**config.mk**
```make
export PLATFORM = sky130hd
export DESIGN_NAME = round_robin_ready_queue_flat
export DESIGN_NICKNAME = d
export VERILOG_FILES = /design/src/rtl/rrq_pkg.sv /design/src/rtl/rrq_req_if.sv /design/src/rtl/rrq_rsp_if.sv /design/src/rtl/round_robin_ready_queue.sv /design/src/flat_wrapper.sv
export SDC_FILE = /design/constraint.sdc
export NUM_CORES = 1
export LEC_CHECK = 0
export ABC_AREA = 1
export BUFFER_PORTS_ARGS = -buffer_cell sky130_fd_sc_hd__buf_2
export CAP_MARGIN = 20
export CORE_ASPECT_RATIO = 1.1
export CORE_MARGIN = 4
export CORE_UTILIZATION = 25
export DETAILED_ROUTE_END_ITERATION = 10
export PLACE_DENSITY_LB_ADDON = 0.08
export RECOVER_POWER = 25
export SLEW_MARGIN = 10
export SYNTH_ARGS = -nofsm -noshare
export SYNTH_HDL_FRONTEND = slang
export SYNTH_SLANG_ARGS = --single-unit
```
**constraint.sdc**
```tcl
create_clock -name clock -period 2 [get_ports clock]
set_clock_uncertainty 0.1 [all_clocks]
set_input_delay 0.1 -clock clock [delete_from_list [all_inputs] [get_ports clock]]
set_output_delay 0.1 -clock clock [all_outputs]
set_load 0.05 [all_outputs]
```
**src/rtl/rrq_pkg.sv**
```systemverilog
// ---------------------------------------------------------------------------
// rrq_pkg
// Command and status codes shared by the round-robin ready queue and its
// checker.
// ---------------------------------------------------------------------------
`default_nettype none

package rrq_pkg;

   localparam int CMD_W    = 2;
   localparam int TASK_W   = 3;
   localparam int STATUS_W = 2;

   typedef logic [CMD_W-1:0]    command_type;
   typedef logic [TASK_W-1:0]   task_type;
   typedef logic [STATUS_W-1:0] status_type;

   localparam command_type CMD_ADD    = 2'd0;
   localparam command_type CMD_REMOVE = 2'd1;
   localparam command_type CMD_NEXT   = 2'd2;

   localparam status_type ST_DONE      = 2'd0;
   localparam status_type ST_EMPTY     = 2'd1;
   localparam status_type ST_NOT_FOUND = 2'd2;

endpackage

`default_nettype wire

```
**src/rtl/rrq_req_if.sv**
```systemverilog
// ---------------------------------------------------------------------------
// rrq_req_if
// Request channel of the ready queue: command and task number.
// ---------------------------------------------------------------------------
`default_nettype none

interface rrq_req_if
   import rrq_pkg::*;
   ();

   logic        valid;
   logic        ready;
   command_type command;
   task_type    task_id;

   modport source (output valid, output command, output task_id, input ready);
   modport sink   (input valid, input command, input task_id, output ready);

endinterface

`default_nettype wire

```
**src/rtl/rrq_rsp_if.sv**
```systemverilog
// ---------------------------------------------------------------------------
// rrq_rsp_if
// Response channel of the ready queue: returned task and status.
// ---------------------------------------------------------------------------
`default_nettype none

interface rrq_rsp_if
   import rrq_pkg::*;
   ();

   logic       valid;
   logic       ready;
   task_type   next_task;
   status_type status;

   modport source (output valid, output next_task, output status, input ready);
   modport sink   (input valid, input next_task, input status, output ready);

endinterface

`default_nettype wire

```
**src/rtl/round_robin_ready_queue.sv**
```systemverilog
// ---------------------------------------------------------------------------
// round_robin_ready_queue
// Round-robin ready queue of task numbers, held as a ring in a successor
// table with a head pointer and an empty flag. A small sequencer walks the
// ring one successor read per cycle; the table has a read and a write port.
// ---------------------------------------------------------------------------
//   channel   dir   handshake            payload
//   req_bus   in    valid / ready        command, task_id
//   rsp_bus   out   valid / ready        next_task, status
//
// Next: acceptance, then ADVANCE and REPLY, then the registered response.
// Add and remove on a non-empty queue walk the ring in WALK, one successor
// table read per cycle, then reach REPLY (via LINK_NEW or UNLINK to relink).
// Empty queue, bad task number, unused command: IDLE goes straight to REPLY.
// Reset clears the head to 0 and marks the queue empty; the table is not
// cleared. req_bus.ready is low from acceptance until the response is
// registered; a held response stalls the sequencer in its reply step.
// ---------------------------------------------------------------------------
`default_nettype none

module round_robin_ready_queue
   import rrq_pkg::*;
#(
   parameter int NUM_TASKS = 8
) (
   input  wire      clock,
   input  wire      reset,
   rrq_req_if.sink   req_bus,
   rrq_rsp_if.source rsp_bus
);

   localparam int TW = (NUM_TASKS > 1) ? $clog2(NUM_TASKS) : 1;
   localparam int SW = $clog2(NUM_TASKS + 1);

   typedef enum logic [2:0] {
      IDLE,
      WALK,
      LINK_NEW,
      UNLINK,
      ADVANCE,
      REPLY
   } state_type;

   typedef logic [TW-1:0] index_type;

   // successor table
   index_type succ_mem [NUM_TASKS];
   index_type rd_data_ff;
   index_type rd_addr;
   logic      wr_en;
   index_type wr_addr;
   index_type wr_data;

   state_type   state_ff,      state_in;
   command_type op_ff,         op_in;
   index_type   task_ff,       task_in;
   index_type   cur_ff,        cur_in;
   logic [SW-1:0] steps_ff,    steps_in;
   index_type   head_ff,       head_in;
   logic        empty_ff,      empty_in;
   task_type    res_task_ff,   res_task_in;
   status_type  res_status_ff, res_status_in;
   logic        rsp_valid_ff,  rsp_valid_in;
   task_type    rsp_task_ff,   rsp_task_in;
   status_type  rsp_status_ff, rsp_status_in;

   logic      accept;
   logic      id_ok;
   index_type req_idx;
   logic      walk_more;
   logic      out_free;

   assign req_bus.ready     = (state_ff == IDLE);
   assign accept            = req_bus.valid && req_bus.ready;
   assign id_ok             = 32'(req_bus.task_id) < NUM_TASKS;
   assign req_idx           = TW'(req_bus.task_id);
   assign out_free          = !rsp_valid_ff || rsp_bus.ready;

   assign rsp_bus.valid     = rsp_valid_ff;
   assign rsp_bus.next_task = rsp_task_ff;
   assign rsp_bus.status    = rsp_status_ff;

   // add stops at the tail; remove also stops at the task's predecessor
   always_comb begin
      walk_more = (steps_ff < SW'(NUM_TASKS)) && (rd_data_ff != head_ff);
      if (op_ff == CMD_REMOVE) begin
         walk_more = walk_more && (rd_data_ff != task_ff);
      end
   end

   always_comb begin
      state_in      = state_ff;
      op_in         = op_ff;
      task_in       = task_ff;
      cur_in        = cur_ff;
      steps_in      = steps_ff;
      head_in       = head_ff;
      empty_in      = empty_ff;
      res_task_in   = res_task_ff;
      res_status_in = res_status_ff;
      rsp_valid_in  = rsp_valid_ff && !rsp_bus.ready;
      rsp_task_in   = rsp_task_ff;
      rsp_status_in = rsp_status_ff;
      rd_addr       = head_ff;
      wr_en         = 1'b0;
      wr_addr       = task_ff;
      wr_data       = head_ff;

      case (state_ff)
         IDLE: begin
            if (accept) begin
               op_in         = req_bus.command;
               task_in       = req_idx;
               cur_in        = head_ff;
               steps_in      = '0;
               res_task_in   = '0;
               res_status_in = ST_DONE;
               state_in      = REPLY;
               case (req_bus.command)
                  CMD_ADD: begin
                     if (!id_ok) begin
                        res_status_in = ST_NOT_FOUND;
                     end else if (empty_ff) begin
                        wr_en    = 1'b1;
                        wr_addr  = req_idx;
                        wr_data  = req_idx;
                        head_in  = req_idx;
                        empty_in = 1'b0;
                     end else begin
                        state_in = WALK;
                     end
                  end
                  CMD_REMOVE: begin
                     if (!id_ok) begin
                        res_status_in = ST_NOT_FOUND;
                     end else if (empty_ff) begin
                        res_status_in = ST_EMPTY;
                     end else begin
                        state_in = WALK;
                     end
                  end
                  CMD_NEXT: begin
                     if (empty_ff) begin
                        res_status_in = ST_EMPTY;
                     end else begin
                        state_in = ADVANCE;
                     end
                  end
                  default: begin
                  end
               endcase
            end
         end

         WALK: begin
            if (op_ff == CMD_REMOVE && steps_ff == '0 && head_ff == task_ff &&
                rd_data_ff == head_ff) begin
               // sole task leaves the ring
               empty_in = 1'b1;
               state_in = REPLY;
            end else if (walk_more) begin
               cur_in   = rd_data_ff;
               steps_in = steps_ff + 1'b1;
               rd_addr  = rd_data_ff;
            end else if (op_ff == CMD_ADD) begin
               wr_en    = 1'b1;
               wr_addr  = cur_ff;
               wr_data  = task_ff;
               state_in = LINK_NEW;
            end else if (rd_data_ff != task_ff) begin
               res_status_in = ST_NOT_FOUND;
               state_in      = REPLY;
            end else begin
               rd_addr  = task_ff;
               state_in = UNLINK;
            end
         end

         LINK_NEW: begin
            wr_en    = 1'b1;
            wr_addr  = task_ff;
            wr_data  = head_ff;
            state_in = REPLY;
         end

         UNLINK: begin
            wr_en   = 1'b1;
            wr_addr = cur_ff;
            wr_data = rd_data_ff;
            if (task_ff == head_ff) begin
               head_in = rd_data_ff;
            end
            state_in = REPLY;
         end

         ADVANCE: begin
            res_task_in = TASK_W'(head_ff);
            head_in     = rd_data_ff;
            state_in    = REPLY;
         end

         REPLY: begin
            if (out_free) begin
               rsp_valid_in  = 1'b1;
               rsp_task_in   = res_task_ff;
               rsp_status_in = res_status_ff;
               state_in      = IDLE;
            end
         end

         default: begin
            state_in = IDLE;
         end
      endcase
   end

   always_ff @(posedge clock) begin
      if (wr_en) begin
         succ_mem[wr_addr] <= wr_data;
      end
      rd_data_ff <= succ_mem[rd_addr];
   end

   always_ff @(posedge clock) begin
      if (reset) begin
         state_ff     <= IDLE;
         head_ff      <= '0;
         empty_ff     <= 1'b1;
         rsp_valid_ff <= 1'b0;
      end else begin
         state_ff     <= state_in;
         head_ff      <= head_in;
         empty_ff     <= empty_in;
         rsp_valid_ff <= rsp_valid_in;
      end
      op_ff         <= op_in;
      task_ff       <= task_in;
      cur_ff        <= cur_in;
      steps_ff      <= steps_in;
      res_task_ff   <= res_task_in;
      res_status_ff <= res_status_in;
      rsp_task_ff   <= rsp_task_in;
      rsp_status_ff <= rsp_status_in;
   end

endmodule

`default_nettype wire

```
**src/flat_wrapper.sv**
```systemverilog
// flat-port wrapper written by rule: the top's interface ports become plain ports
module round_robin_ready_queue_flat import rrq_pkg::*;
#(
   parameter int NUM_TASKS = 8
)
  (clock, reset, req_bus_valid, req_bus_command, req_bus_task_id, req_bus_ready, rsp_bus_valid, rsp_bus_next_task, rsp_bus_status, rsp_bus_ready);
  rrq_req_if req_bus_i ();
  rrq_rsp_if rsp_bus_i ();
  input  wire clock;
  input  wire reset;
  input wire logic [$bits(req_bus_i.valid)-1:0] req_bus_valid;
  input wire logic [$bits(req_bus_i.command)-1:0] req_bus_command;
  input wire logic [$bits(req_bus_i.task_id)-1:0] req_bus_task_id;
  output wire logic [$bits(req_bus_i.ready)-1:0] req_bus_ready;
  output wire logic [$bits(rsp_bus_i.valid)-1:0] rsp_bus_valid;
  output wire logic [$bits(rsp_bus_i.next_task)-1:0] rsp_bus_next_task;
  output wire logic [$bits(rsp_bus_i.status)-1:0] rsp_bus_status;
  input wire logic [$bits(rsp_bus_i.ready)-1:0] rsp_bus_ready;
  assign req_bus_i.valid = req_bus_valid;
  assign req_bus_i.command = req_bus_command;
  assign req_bus_i.task_id = req_bus_task_id;
  assign req_bus_ready = req_bus_i.ready;
  assign rsp_bus_valid = rsp_bus_i.valid;
  assign rsp_bus_next_task = rsp_bus_i.next_task;
  assign rsp_bus_status = rsp_bus_i.status;
  assign rsp_bus_i.ready = rsp_bus_ready;
  round_robin_ready_queue #(.NUM_TASKS(NUM_TASKS)) u_core (.clock(clock), .reset(reset), .req_bus(req_bus_i), .rsp_bus(rsp_bus_i));
endmodule
```
; ---- Word level (Yosys, flattened, before mapping)
; Memory sizes are Yosys's and may differ from the RTL's. A register that Yosys moved wholly into a read port is not among the register bits.
; Cells that the tools add are included.
[op_classes]
order_cmp = 1
n_mux = 65
addsub = 1
eq_ne = 24
reduce_logical = 29
[ops]
columns = cell, count
row1 = 3-bit two-way mux, 29
row2 = 3-bit case mux with 3 select lines, 3
row3 = 3-bit case mux with 2 select lines, 3
row4 = 1-bit two-way mux, 16
row5 = 2-bit two-way mux, 6
row6 = 4-bit two-way mux, 3
row7 = 3-bit case mux with 4 select lines, 1
row8 = 2-bit by 1-bit != test with 1-bit output (second input constant), 5
row9 = 2-bit != test (second input constant), 5
row10 = 3-bit equality test, 3
row11 = 4-bit case mux with 2 select lines, 1
row12 = 2-bit AND reduction, 4
row13 = 4-bit AND reduction, 2
row14 = 1-bit logical AND, 7
row15 = 3-bit by 2-bit equality test with 1-bit output (second input constant), 2
row16 = 3-bit equality test (second input constant), 2
row17 = 3-bit != test, 2
row18 = 6-bit AND reduction, 1
row19 = 2-bit OR reduction, 3
row20 = 4-bit by 1-bit adder with 4-bit output (second input constant), 1
row21 = 2-bit by 1-bit equality test with 1-bit output (second input constant), 2
row22 = 2-bit logical NOT, 2
row23 = 4-bit logical NOT, 1
row24 = 4-bit < comparator (second input constant), 1
row25 = 13 further kinds, 15
[word_totals]
n_memories = 1
in_bits = 9
regBits = 30
ramBits = 24
[memory_table]
columns = name, depth, width, rd, rd_clocked_by_memory_dff, wr, line
row1 = u_core.succ_mem, 8, 3, 1, 1, 1, round_robin_ready_queue.sv:47  ; index_type succ_mem [NUM_TASKS];

; ---- Longest topological paths before layout
; Gate-level depths: netlist of run 1.
[depth]
word_depth = 9
mapped_depth = 16
ltp_nobuf = 15

; ---- Worst setup path after synthesis of run 1
; Ideal clock, no wire load.
[synth_timing]
kind = flip-flop to flip-flop
from = register u_core.state_ff[1]
to = memory u_core.succ_mem[1][0] (netlist bit), enable pin
synth_period_minus_slack_ps = 2337
arrival_time_ps = 1918
setup_ps = 319
path_slack_ps = -337
path_stages_with_launch = 13
path_cell_list = dfxtp_1 nor2_1 inv_1 nor2_4 nand2_1 inv_2 nand3_1 inv_2 nand2_1 a21boi_1 nand2_1 nand2_1 nor2_1
[synth_via]
elab_chain_len = 6
word_cells_on_any_way = 12
classes_between = eq/ne (3) / mux (6) / reduce/logical (3)
[synth_rtl]
columns = item, line
row1 = from (decl), round_robin_ready_queue.sv:54  ; state_type state_ff, state_in;
row2 = from (signal assigned), round_robin_ready_queue.sv:231  ; state_ff <= state_in;
row3 = 3-bit logical NOT *, round_robin_ready_queue.sv:73  ; assign req_bus.ready = (state_ff == IDLE);
row4 = net req_bus_ready, flat_wrapper.sv:14  ; output wire logic [$bits(req_bus_i.ready)-1:0] req_bus_ready;
row5 = 1-bit logical AND, round_robin_ready_queue.sv:74  ; assign accept = req_bus.valid && req_bus.ready;
row6 = 1-bit two-way mux, round_robin_ready_queue.sv:111  ; if (accept) begin
row7 = 1-bit case mux with 3 select lines, round_robin_ready_queue.sv:109  ; case (state_ff)
row8 = 1-bit two-way mux, round_robin_ready_queue.sv:218  ; if (wr_en) begin
row9 = 1-bit two-way mux (implied by the code), round_robin_ready_queue.sv:219  ; succ_mem[wr_addr] <= wr_data;
row10 = to (decl), round_robin_ready_queue.sv:47
; Mark *: on every way through the listed nets, which the timed path passes. The rest lies on a longest branch.

; ---- Worst setup path in the final report of run 1
[layout_timing]
from = register u_core.head_ff[1]
to = memory u_core.succ_mem[3][1] (netlist bit), enable pin
[layout_via]
elab_chain_len = 9
word_cells_on_any_way = 16
classes_between = eq/ne (3) / mux (9) / reduce/logical (4)
[layout_rtl]
columns = item, line
row1 = from (decl), round_robin_ready_queue.sv:59  ; index_type head_ff, head_in;
row2 = from (signal assigned), round_robin_ready_queue.sv:232  ; head_ff <= head_in;
row3 = 3-bit != test, round_robin_ready_queue.sv:85  ; walk_more = (steps_ff < SW'(NUM_TASKS)) && (rd_data_ff != head_ff);
row4 = 1-bit logical AND, round_robin_ready_queue.sv:85
row5 = 1-bit logical AND, round_robin_ready_queue.sv:87  ; walk_more = walk_more && (rd_data_ff != task_ff);
row6 = 1-bit two-way mux, round_robin_ready_queue.sv:86  ; if (op_ff == CMD_REMOVE) begin
row7 = 1-bit two-way mux, round_robin_ready_queue.sv:161  ; end else if (walk_more) begin
row8 = 1-bit two-way mux, round_robin_ready_queue.sv:156  ; if (op_ff == CMD_REMOVE && steps_ff == '0 && head_ff == task_ff &&
row9 = 1-bit case mux with 3 select lines, round_robin_ready_queue.sv:109
row10 = 1-bit two-way mux, round_robin_ready_queue.sv:218
row11 = 1-bit two-way mux (implied by the code), round_robin_ready_queue.sv:219
; Parallel ways exist; a longest one is shown, timed or not.

==> results.tsv, run 1 <==
stage	metric	value	unit
run_status	outcome	complete, but fails checks	
run_status	violations	negative setup slack	
critical_path	cp_slowest_stage_delay	0.36	ns
sta	whs	0.0181	ns
yosys	synth_top_area_share	43.8	%
placement	place_area	4000	um^2
clock_network	htreeDepth	3	
yosys	yosysWarnings	0	
power	power.total	0.00769	W
clock_network	clk_pin_slew	0.06	ns
cells_and_area	diodes	0	
grt	first_global_vias	3035	
placement	gp_congestion	0.853	
yosys	synth_edf_count	46	
yosys	synthTopCellsByArea	edfxtp_1 (44%), nand2_1 (11%), dfxtp_1 (7.0%)	
power	ir_worst_vdd	610	uV
critical_path	critPathLaunch	u_core.head_ff[1]	
critical_path	path_depth	14	
yosys	synth.net_count	390	
critical_path	cp_num_buf_inv	2	
sta	rsz0062_at_grt	yes	
grt	track_usage	14.6	%
clock_network	cts_tree	done	
sta	worstMarginPinSlew	0.597	ns
route	num_vias	2852	
critical_path	critPathLaunchType	flop	
placement	dp_hpwl	7.71	mm
clock_network	cts-root-buf	clkbuf_16	
critical_path	setup.worst_path.end	u_core.succ_mem[3][1]	
yosys	synth_common_cells	nand2_1 (92), inv_1 (58), edfxtp_1 (46), nand3_1 (37), nor2_1 (27)	
cells_and_area	final_nets	493	
placement	placedCellCount	602	
floorplanning	rows	42	
critical_path	cp_slowest_cell	dfxtp_2	
route	first_pass_iters	4	
floorplanning	die_w	115	um
clock_network	cts_sinks	57	
sta	max_freq	0.480	GHz
critical_path	crit_path_cell_trace	inv_2 > nand2_1 > nand2_2 > nor2_4 > nand2_2 > nand2_2 > nand2_2 > a21oi_2 > o21ai_2 > nand2_1 > nand3_2 > inv_4 > nand2_4 > nor2_4	
sta	min_period	2.08	ns
yosys	yosys.cell_types.count	36	
sta	setup_viol	35	
clock_network	clock_latency	0.33	ns
sta	drv_slew	0	
clock_network	cts_buffers	9	
critical_path	regToRegEndpoint	u_core.succ_mem[3][1]	
floorplanning	die_h	126	um
yosys	syn_avg_cell_area	8.41	um^2
route	drtAntennaViolNets	0	
cells_and_area	syn2layout_area_growth	48.9	%
critical_path	cp_common_cell	nand2_2	
yosys	synth_async_sr_flop_share	0	%
power	power.leakage	2.05	nW
floorplanning	pin_count	16	
grt	antenna_found_initial	0	
critical_path	r2r_cells	14	
critical_path	crit_family	simple AND/OR/NAND/NOR gates	
sta	setup_ws	-0.0827	ns
floorplanning	die-area	14500	um^2
yosys	ys_ff_latch	57	
run	cap_violations	0	
yosys	synth_top_area_cell	edfxtp_1	
route	vias_per_cell	4.48	
yosys	syn_inst	375	
cells_and_area	final_cell_count_no_fill	636	
critical_path	path_class	flop to flop	
placement	io_buffers	15	
critical_path	critical_path.max_fanout	4	
grt	grt_overflow	0	
sta	maxSlewHeadroom	60.3	%
clock_network	cts_max_path_buffers	2	
route	drt-total-wl	9.93	mm
floorplanning	initial_utilization	25.9	%
sta	period_share	104	%
power	pwr_density_cell	1640	nW/um^2
cells_and_area	layout-drive-gt1-share	37.8	%
cells_and_area	design_area	4700	um^2
critical_path	arrival	2.01	ns
yosys	synth_area	3150	um^2
yosys	ys.flop_type	edfxtp_1	
grt	grt_max_degree	13	
route	detail_route.wl_per_cell	15.6	um
yosys	yosysMostFrequentCell	nand2_1	
critical_path	worstPathRequired	1.93	ns
route	initialDrtViolationCount	140	
min_path	hold_path.class	input port to flop	
floorplanning	coreArea	12200	um^2
critical_path	crit_path_end_kind	flop	
route	drc	0	
yosys	yosysSeqAreaShare	50.8	%
critical_path	r2r-start	u_core.head_ff[1]	
grt	grt_pass1_wl	15.7	mm
sta	finalHoldViolCount	0	
critical_path	r2r_slack	-0.08	ns
[tightest hold or removal path: stages]
cell and delay, ns:
buf_2 0.07, inv_1 0.05, nand3_1 0.12, a21oi_2 0.06
[sequential cells by signal (all words and copies together), names as in the netlist]
register / flops
u_core.empty_ff: 1
u_core.succ_mem: 24
u_core.rsp_bus.next_task: 3
u_core.rd_data_ff: 3
u_core.task_ff: 3
u_core.steps_ff: 4
u_core.res_status_ff: 2
u_core.rsp_bus.status: 2
u_core.cur_ff: 3
u_core.op_ff: 2
u_core.state_ff: 3
u_core.rsp_bus.valid: 1
u_core.head_ff: 3
u_core.res_task_ff: 3
[layer usage]
layer	up-vias	part of all wire, %	track usage, %
met5	-	0	0
met2	50	52	25.9
met4	0	4.4	7.39
met1	1342	41	16.2
met3	25	2.4	3.26
li1	1435	-	-
[power by group]
part | switching, W | internal [W]
clock network | 0.000563 | 0.00108
logic | 0.00235 | 0.00172
registers | 0.000213 | 0.00176
total | 0.00313 | 0.00456
[worst min path at each step]
| stage | cells past startpoint | start | slack [ns] | to |
|---|---|---|---|---|
| 2_1_floorplan | 1 | reset | 0.07 | u_core.state_ff[1] |
| 3_3_place_gp | 1 | req_bus_task_id[2] | 0.22 | u_core.task_ff[2] |
| 3_5_place_dp | 1 | req_bus_task_id[2] | 0.22 | u_core.task_ff[2] |
| 4_1_cts | 4 | rsp_bus_ready | 0.01 | u_core.state_ff[2] |
| 5_1_grt | 4 | rsp_bus_ready | 0.04 | u_core.state_ff[2] |
| 6_report | 4 | rsp_bus_ready | 0.02 | u_core.state_ff[2] |
[layout by cell type, fill, tap and decap left out, types with 8 or more instances in the layout]
cell and count:
inv_1 56, buf_4 70, nand3_1 32, a21oi_1 12, clkbuf_16 9, nand2_1 75
o21ai_0 16, inv_2 8, edfxtp_1 46, nor2_4 12, nand2_2 18, nor2_1 15
clkbuf_1 9
[cell type report]
cell class	instances	area (um^2)
fill	1295	7500
sequential	57	1620
multi-input combinational	243	1560
timing repair buffer	98	749
inverter	69	270
clock buffer	10	229
tap	154	193
clock inverter	5	81.3
[kinds of logic after synthesis]
kind of cell	synth area share, %
AND/OR/NAND/NOR	26.1
buffers and inverters	9.48
flip-flops	50.8
AO/OA/AOI/OAI	9.32
XOR/XNOR	1.94
adder cells (fa/ha/maj)	2.38
[timing repair]
action / 4_1_cts / 5_1_grt
pin swaps: 14 / 11
hold buffers: 7 / 0
cloned: 0 / 0
gates resized for setup: 42 / 26
setup endpoints to repair: 62 / 63
endpoints found under the hold margin: 9 / 0
buffers inserted: 8 / 4
[metrics by stage]
step                      utilization (%)  worst slack, ns  TNS (ns)
final                                38.5          -0.0827     -1.85
after global routing                 38.5           -0.249     -8.03
after CTS                            37.7          -0.0854     -1.75
after detailed placement             32.8           -0.272     -8.81
after global placement               32.8           -0.315     -9.97
after floorplan                         -           -0.204     -7.34
Note: power is estimated with default switching activity, not from simulation.
==> inputs of run 2 (changes only) <==
==> constraint.sdc (replaced) <==
create_clock -name clock -period 2 [get_ports clock]
set_clock_uncertainty 0.1 [all_clocks]
set_input_delay 0.5 -clock clock [delete_from_list [all_inputs] [get_ports clock]]
set_output_delay 0.5 -clock clock [all_outputs]
set_load 0.02 [all_outputs]
==> run 2 against run 1 <==
- the flow still finishes with violations (negative setup slack)
- cell count increased by 0.79%
- cell area increased by 2.4%
- non-clock buffer count increased by 2
- sequential share of layout area decreased by 0.75 points
- routed wire length decreased by 1.2%
- largest cell class is now multi-input combinational cells
- critical path depth decreased by 4
==> results.tsv, run 2 (synthesis results as in run 1) <==
stage	metric	value	unit	change
run_status	outcome	complete, but fails checks		unchanged
run_status	violations	negative setup slack		unchanged
critical_path	critical_path.max_fanout	4		unchanged
critical_path	worstPathRequired	1.93	ns	about the same
min_path	holdPathStages	2		was 4
sta	worstMarginPinSlew	0.321	ns	was 0.597 ns
power	ir_worst_vdd	526	uV	was 610 uV
route	highest_layer	met4		unchanged
run	cap_violations	0		unchanged
grt	grt_max_degree	12		was 13
critical_path	critPathLaunchType	flop		unchanged
critical_path	regToRegEndpoint	u_core.succ_mem[6][0]		was u_core.succ_mem[3][1]
floorplanning	coreArea	12200	um^2	unchanged
clock_network	clock_latency	0.34	ns	was 0.33 ns
power	power.leakage	2.13	nW	was 2.05 nW
route	detail_route.wl_per_cell	15.3	um	was 15.6 um
route	num_vias	2862		was 2852
placement	gp_congestion	0.813		was 0.853
critical_path	cp_slowest_stage_delay	0.38	ns	was 0.36 ns
cells_and_area	largest_register_ffs	24		unchanged
critical_path	r2r-start	u_core.op_ff[1]		was u_core.head_ff[1]
sta	max_freq	0.483	GHz	was 0.480 GHz
critical_path	cp_slowest_cell	edfxtp_1		was dfxtp_2
sta	setup_viol	29		was 35
cells_and_area	mostFrequentLayoutCell	buf_4		was nand2_1
route	drt-total-wl	9.82	mm	was 9.93 mm
route	vias_per_cell	4.46		was 4.48
power	power.total	0.00774	W	was 0.00769 W
cells_and_area	layout-drive-gt1-share	43.9	%	was 37.8%
critical_path	arrival	2.01	ns	about the same
grt	antenna_found_initial	0		unchanged
sta	setup_ws	-0.0720	ns	was -0.0827 ns
sta	finalHoldViolCount	0		unchanged
route	initialDrtViolationCount	150		was 140
sta	drv_slew	0		unchanged
grt	track_usage	14.6	%	about the same
grt	grt_pass1_wl	15.7	mm	about the same
grt	grt_overflow	0		unchanged
clock_network	clk_pin_slew	0.05	ns	was 0.06 ns
cells_and_area	diodes	0		unchanged
cells_and_area	finalCoreUtilization	39.4	%	was 38.5%
critical_path	crit_path_cell_trace	inv_1 > nand2_1 > inv_1 > nand3_2 > nand2_2 > nand2_1 > nand3_2 > buf_4 > nand2_2 > nor2_4		was inv_2 > nand2_1 > nand2_2 > nor2_4 > nand2_2 > nand2_2 > nand2_2 > a21oi_2 > o21ai_2 > nand2_1 > nand3_2 > inv_4 > nand2_4 > nor2_4
placement	dp_hpwl	7.37	mm	was 7.71 mm
power	pwr_density_cell	1610	nW/um^2	was 1640 nW/um^2
critical_path	r2r_slack	-0.07	ns	was -0.08 ns
floorplanning	pin_count	16		unchanged
clock_network	htreeDepth	3		unchanged
cells_and_area	syn2layout_area_growth	52.4	%	was 48.9%
floorplanning	rows	42		unchanged
placement	io_buffers	15		unchanged
clock_network	cts-root-buf	clkbuf_16		unchanged
clock_network	cts_max_path_buffers	2		unchanged
cells_and_area	design_area	4810	um^2	was 4700 um^2
sta	rsz0062_at_grt	yes		unchanged
route	first_pass_iters	4		unchanged
critical_path	path_class	flop to flop		unchanged
cells_and_area	reg_top3	u_core.succ_mem (24), u_core.steps_ff (4)		unchanged
critical_path	r2r_cells	10		was 14
route	dr_wl_met2	5.20	mm	was 5.14 mm
clock_network	hold_buffers	0		was 7
clock_network	cts_buffers	9		unchanged
sta	period_share	104	%	about the same
floorplanning	die_h	126	um	unchanged
route	drtAntennaViolNets	0		unchanged
cells_and_area	final_nets	497		was 493
route	wl_met1	3.99	mm	was 4.11 mm
cells_and_area	final_cell_mix	buf_4 (72), nand2_1 (71), inv_1 (54)		was nand2_1 (75), buf_4 (70), inv_1 (56)
sta	fin_tns_setup	-1.07	ns	was -1.85 ns
clock_network	cts_tree	done		unchanged
floorplanning	initial_utilization	25.9	%	unchanged
sta	maxSlewHeadroom	78.4	%	was 60.3%
cells_and_area	largest_register	u_core.succ_mem		unchanged
grt	first_global_vias	3053		was 3035
floorplanning	die-area	14500	um^2	unchanged
critical_path	critPathLaunch	u_core.op_ff[1]		was u_core.head_ff[1]
floorplanning	die_w	115	um	unchanged
route	drc	0		unchanged
route	met3_length	277	um	was 240 um
min_path	hold_path.class	input port to flop		unchanged
sta	min_period	2.07	ns	was 2.08 ns
placement	place_area	4000	um^2	about the same
critical_path	crit_path_end_kind	flop		unchanged
critical_path	setup.worst_path.end	u_core.succ_mem[6][0]		was u_core.succ_mem[3][1]
clock_network	cts_sinks	57		unchanged
run 2: worst max-delay path: cells and delay by family (launching register included):
family	cells	cell delay [ns]
flops	1	0.38
buf+inv	3	0.43
simple gates	7	0.86
run 2: metrics by stage:
step                hold WS, ns  cells  setup WS, ns
global placement          0.308    605        -0.280
finish                    0.296    641       -0.0720
detailed placement        0.308    605        -0.261
CTS                       0.259    637       -0.0959
floorplan                 0.300    375       -0.0537
global route              0.307    641        -0.199
run 2: routing by layer:
| metal | vias up | GRT usage (%) |
|---|---|---|
| li1 | 1449 | - |
| met1 | 1341 | 16.5 |
| met2 | 47 | 25.3 |
| met3 | 25 | 3.21 |
| met4 | 0 | 7.80 |
| met5 | - | 0 |
run 2: worst min-delay path by stage:
| stage | endpoint | startpoint | slack [ns] |
|---|---|---|---|
| floorplan | u_core.rsp_bus.next_task[0] | u_core.res_task_ff[0] | 0.30 |
| global placement | u_core.rsp_bus.status[0] | u_core.res_status_ff[0] | 0.31 |
| detailed placement | u_core.rsp_bus.status[0] | u_core.res_status_ff[0] | 0.31 |
| CTS | u_core.task_ff[2] | req_bus_task_id[2] | 0.26 |
| global route | u_core.state_ff[2] | reset | 0.31 |
| finish | u_core.state_ff[2] | reset | 0.30 |
run 2: power breakdown:
part,total (W),internal [W],switching (W),leakage (nW)
logic,0.00438,0.00190,0.00248,1.48
clock network,0.00139,0.000838,0.000555,0.126
registers,0.00197,0.00176,0.000204,0.527
total,0.00774,0.00450,0.00324,2.13
run 2: layout make-up:
| type | count | area (um^2) |
|---|---|---|
| fillers | 1243 | 7380 |
| repair buffers | 100 | 752 |
| well taps | 154 | 193 |
| inverters | 69 | 274 |
| flip-flops and latches | 57 | 1620 |
| clock buffers | 10 | 229 |
| multi-input cells | 245 | 1700 |
| clock inverters | 6 | 45.0 |
run 2: timing repair:
| item | 4_1_cts | 5_1_grt |
|---|---|---|
| setup endpoints to repair | 61 | 66 |
| gates cloned | 4 | 0 |
| pin swaps | 31 | 26 |
| buffers inserted | 12 | 5 |
| gates resized for setup | 55 | 51 |
==> inputs of run 3 (changes only) <==
CORE_UTILIZATION = 30   (was 25)
==> run 3 against run 2 <==
- the run still ends with negative setup slack left
- worst setup slack got worse by 0.011 ns
- routed wire length decreased by 3.5%
- die area fell by 16%
- power is 7.0% higher
- first-iteration DRC count decreased by 38%
- register-to-register slack is essentially flat
==> results.tsv, run 3 (synthesis results as in run 1) <==
stage	metric	value	unit	change
cells_and_area	seq_area	1620	um^2	about the same
clock_network	cts_buffers	9		unchanged
floorplanning	coreArea	10300	um^2	was 12200 um^2
run	cap_violations	0		unchanged
floorplanning	die_w	106	um	was 115 um
cells_and_area	layout-drive-gt1-share	47.4	%	was 43.9%
critical_path	path_depth	11		was 10
power	pwr_density_cell	1650	nW/um^2	was 1610 nW/um^2
clock_network	cts_tree	done		unchanged
floorplanning	initial_utilization	30.5	%	was 25.9%
sta	max_freq	0.480	GHz	was 0.483 GHz
sta	setup_ws	-0.0829	ns	was -0.0720 ns
critical_path	cp_slowest_stage_delay	0.47	ns	was 0.38 ns
critical_path	cp_common_cell	nand2_4		
floorplanning	die_h	116	um	was 126 um
grt	track_usage	16.1	%	was 14.6%
sta	maxSlewHeadroom	74.3	%	was 78.4%
route	dr_wl_met2	5.10	mm	was 5.20 mm
grt	antenna_found_initial	0		unchanged
sta	drv_slew	0		unchanged
route	wl_met1	3.73	mm	was 3.99 mm
clock_network	cts_sinks	57		unchanged
sta	rsz0062_at_grt	yes		unchanged
grt	grt_max_degree	13		was 12
run_status	violations	negative setup slack		unchanged
cells_and_area	mostFrequentLayoutCell	buf_4		unchanged
critical_path	cp_slowest_cell	dfxtp_1		was edfxtp_1
sta	worstMarginPinSlew	0.381	ns	was 0.321 ns
cells_and_area	design_area	5000	um^2	was 4810 um^2
sta	period_share	104	%	about the same
route	num_vias	2882		was 2862
route	detail_route.wl_per_cell	14.9	um	was 15.3 um
critical_path	crit_path_end_kind	flop		unchanged
cells_and_area	final_cell_mix	buf_4 (75), nand2_1 (63), inv_1 (53)		was buf_4 (72), nand2_1 (71), inv_1 (54)
power	ir_worst_vdd	593	uV	was 526 uV
critical_path	regToRegEndpoint	u_core.succ_mem[0][2]		was u_core.succ_mem[6][0]
cells_and_area	fillCellCount	1027		was 1243
critical_path	crit_path_cell_trace	xnor2_2 > nand2_2 > nand2_4 > nand2_4 > a21oi_4 > o21ai_4 > nand2_2 > nand3_4 > inv_4 > nand2_4 > nor2_4		was inv_1 > nand2_1 > inv_1 > nand3_2 > nand2_2 > nand2_1 > nand3_2 > buf_4 > nand2_2 > nor2_4
sta	finalHoldViolCount	0		unchanged
cells_and_area	diodes	0		unchanged
clock_network	cts_max_path_buffers	2		unchanged
placement	gp_congestion	0.857		was 0.813
critical_path	r2r-start	u_core.head_ff[2]		was u_core.op_ff[1]
critical_path	critPathLaunch	u_core.head_ff[2]		was u_core.op_ff[1]
grt	grt_overflow	0		unchanged
critical_path	cp_num_buf_inv	1		was 3
min_path	hold_path.class	input port to flop		unchanged
cells_and_area	multi_input_area	1760	um^2	was 1700 um^2
critical_path	r2r_cells	11		was 10
clock_network	clk_pin_slew	0.06	ns	was 0.05 ns
placement	dp_hpwl	7.14	mm	was 7.37 mm
grt	first_global_vias	2928		was 3053
clock_network	hold_buffers	0		unchanged
cells_and_area	final_nets	502		was 497
critical_path	worstPathRequired	1.93	ns	about the same
route	drc	0		unchanged
route	initialDrtViolationCount	93		was 150
critical_path	critical_path.max_fanout	4		unchanged
critical_path	critPathLaunchType	flop		unchanged
sta	min_period	2.08	ns	was 2.07 ns
sta	setup_viol	27		was 29
sta	fin_tns_setup	-1.38	ns	was -1.07 ns
placement	place_area	4010	um^2	was 4000 um^2
critical_path	path_class	flop to flop		unchanged
cells_and_area	largest_register_ffs	24		unchanged
placement	io_buffers	15		unchanged
route	vias_per_cell	4.54		was 4.46
floorplanning	pin_count	16		unchanged
placement	pre_cts_ws	-0.207	ns	was -0.261 ns
critical_path	r2r_slack	-0.08	ns	was -0.07 ns
run_status	outcome	complete, but fails checks		unchanged
route	drtAntennaViolNets	0		unchanged
route	highest_layer	met4		unchanged
clock_network	clock_latency	0.33	ns	was 0.34 ns
critical_path	arrival	2.02	ns	was 2.01 ns
floorplanning	die-area	12200	um^2	was 14500 um^2
cells_and_area	reg_top3	u_core.succ_mem (24), u_core.steps_ff (4)		unchanged
cells_and_area	largest_register	u_core.succ_mem		unchanged
critical_path	crit_family	simple AND/OR/NAND/NOR gates		unchanged
min_path	hold_path.startpoint	reset		unchanged
floorplanning	rows	39		was 42
critical_path	setup.worst_path.end	u_core.succ_mem[0][2]		was u_core.succ_mem[6][0]
route	first_pass_iters	4		unchanged
clock_network	cts-root-buf	clkbuf_16		unchanged
power	power.leakage	2.18	nW	was 2.13 nW
grt	grt_pass1_wl	14.8	mm	was 15.7 mm
clock_network	htreeDepth	3		unchanged
route	met3_length	286	um	was 277 um
cells_and_area	syn2layout_area_growth	58.6	%	was 52.4%
route	drt-total-wl	9.47	mm	was 9.82 mm
-- run 3: changes by cell type in the layout (fill, tap and decap cells not counted), sizes merged --
cell and delta:
nand3 -1, buf +6, inv +1, clkinv -4, bufinv +3
-- run 3: routing by layer --
layer  up-vias  global-route usage (%)
met5         -                       0
met4         0                    7.17
met3        20                    3.40
met2        50                    29.8
met1      1354                    17.9
li1       1458                       -
-- run 3: cell type report --
type,instances,share of cell area (%)
multi-input combinational,244,35.2
sequential,57,32.4
timing repair buffer,106,16.4
inverter,69,5.43
clock buffer,10,4.78
tap,143,3.58
clock inverter,6,2.28
-- run 3: repair_timing --
| item | CTS | global route |
|---|---|---|
| pin swaps | 22 | 42 |
| cloned | 2 | 0 |
| buffers inserted | 3 | 17 |
| gates resized for setup | 51 | 83 |
| setup endpoints to repair | 39 | 61 |
-- run 3: worst min-delay path by stage --
stage / slack (ns) / endpoint / cells after the start
after floorplan: 0.30 / u_core.rsp_bus.next_task[0] / 0
after global placement: 0.30 / u_core.rsp_bus.status[0] / 0
after detailed placement: 0.31 / u_core.rsp_bus.status[1] / 0
after CTS: 0.26 / u_core.task_ff[2] / 1
after global routing: 0.28 / u_core.task_ff[2] / 1
final: 0.29 / u_core.state_ff[2] / 2
-- run 3: power by group --
part | internal [W] | switching [W]
clock | 0.00125 | 0.000572
combinational | 0.00194 | 0.00254
sequential | 0.00177 | 0.000203
-- run 3: worst reg2reg max path: stages, from the launching register on --
cell and delay, ns:
dfxtp_1 0.47, xnor2_2 0.17, nand2_2 0.11, nand2_4 0.11, nand2_4 0.07, a21oi_4 0.19
o21ai_4 0.09, nand2_2 0.09, nand3_4 0.10, inv_4 0.10, nand2_4 0.07, nor2_4 0.12
-- run 3: metrics by stage --
step	cells	hold WS, ns	power, W	util [%]
floorplan	375	0.300	0.00383	-
global placement	599	0.304	0.00536	38.8
detailed placement	599	0.308	0.00538	38.8
CTS	620	0.260	0.00767	44.3
global route	635	0.276	0.00882	48.4
finish	635	0.289	0.00828	48.4
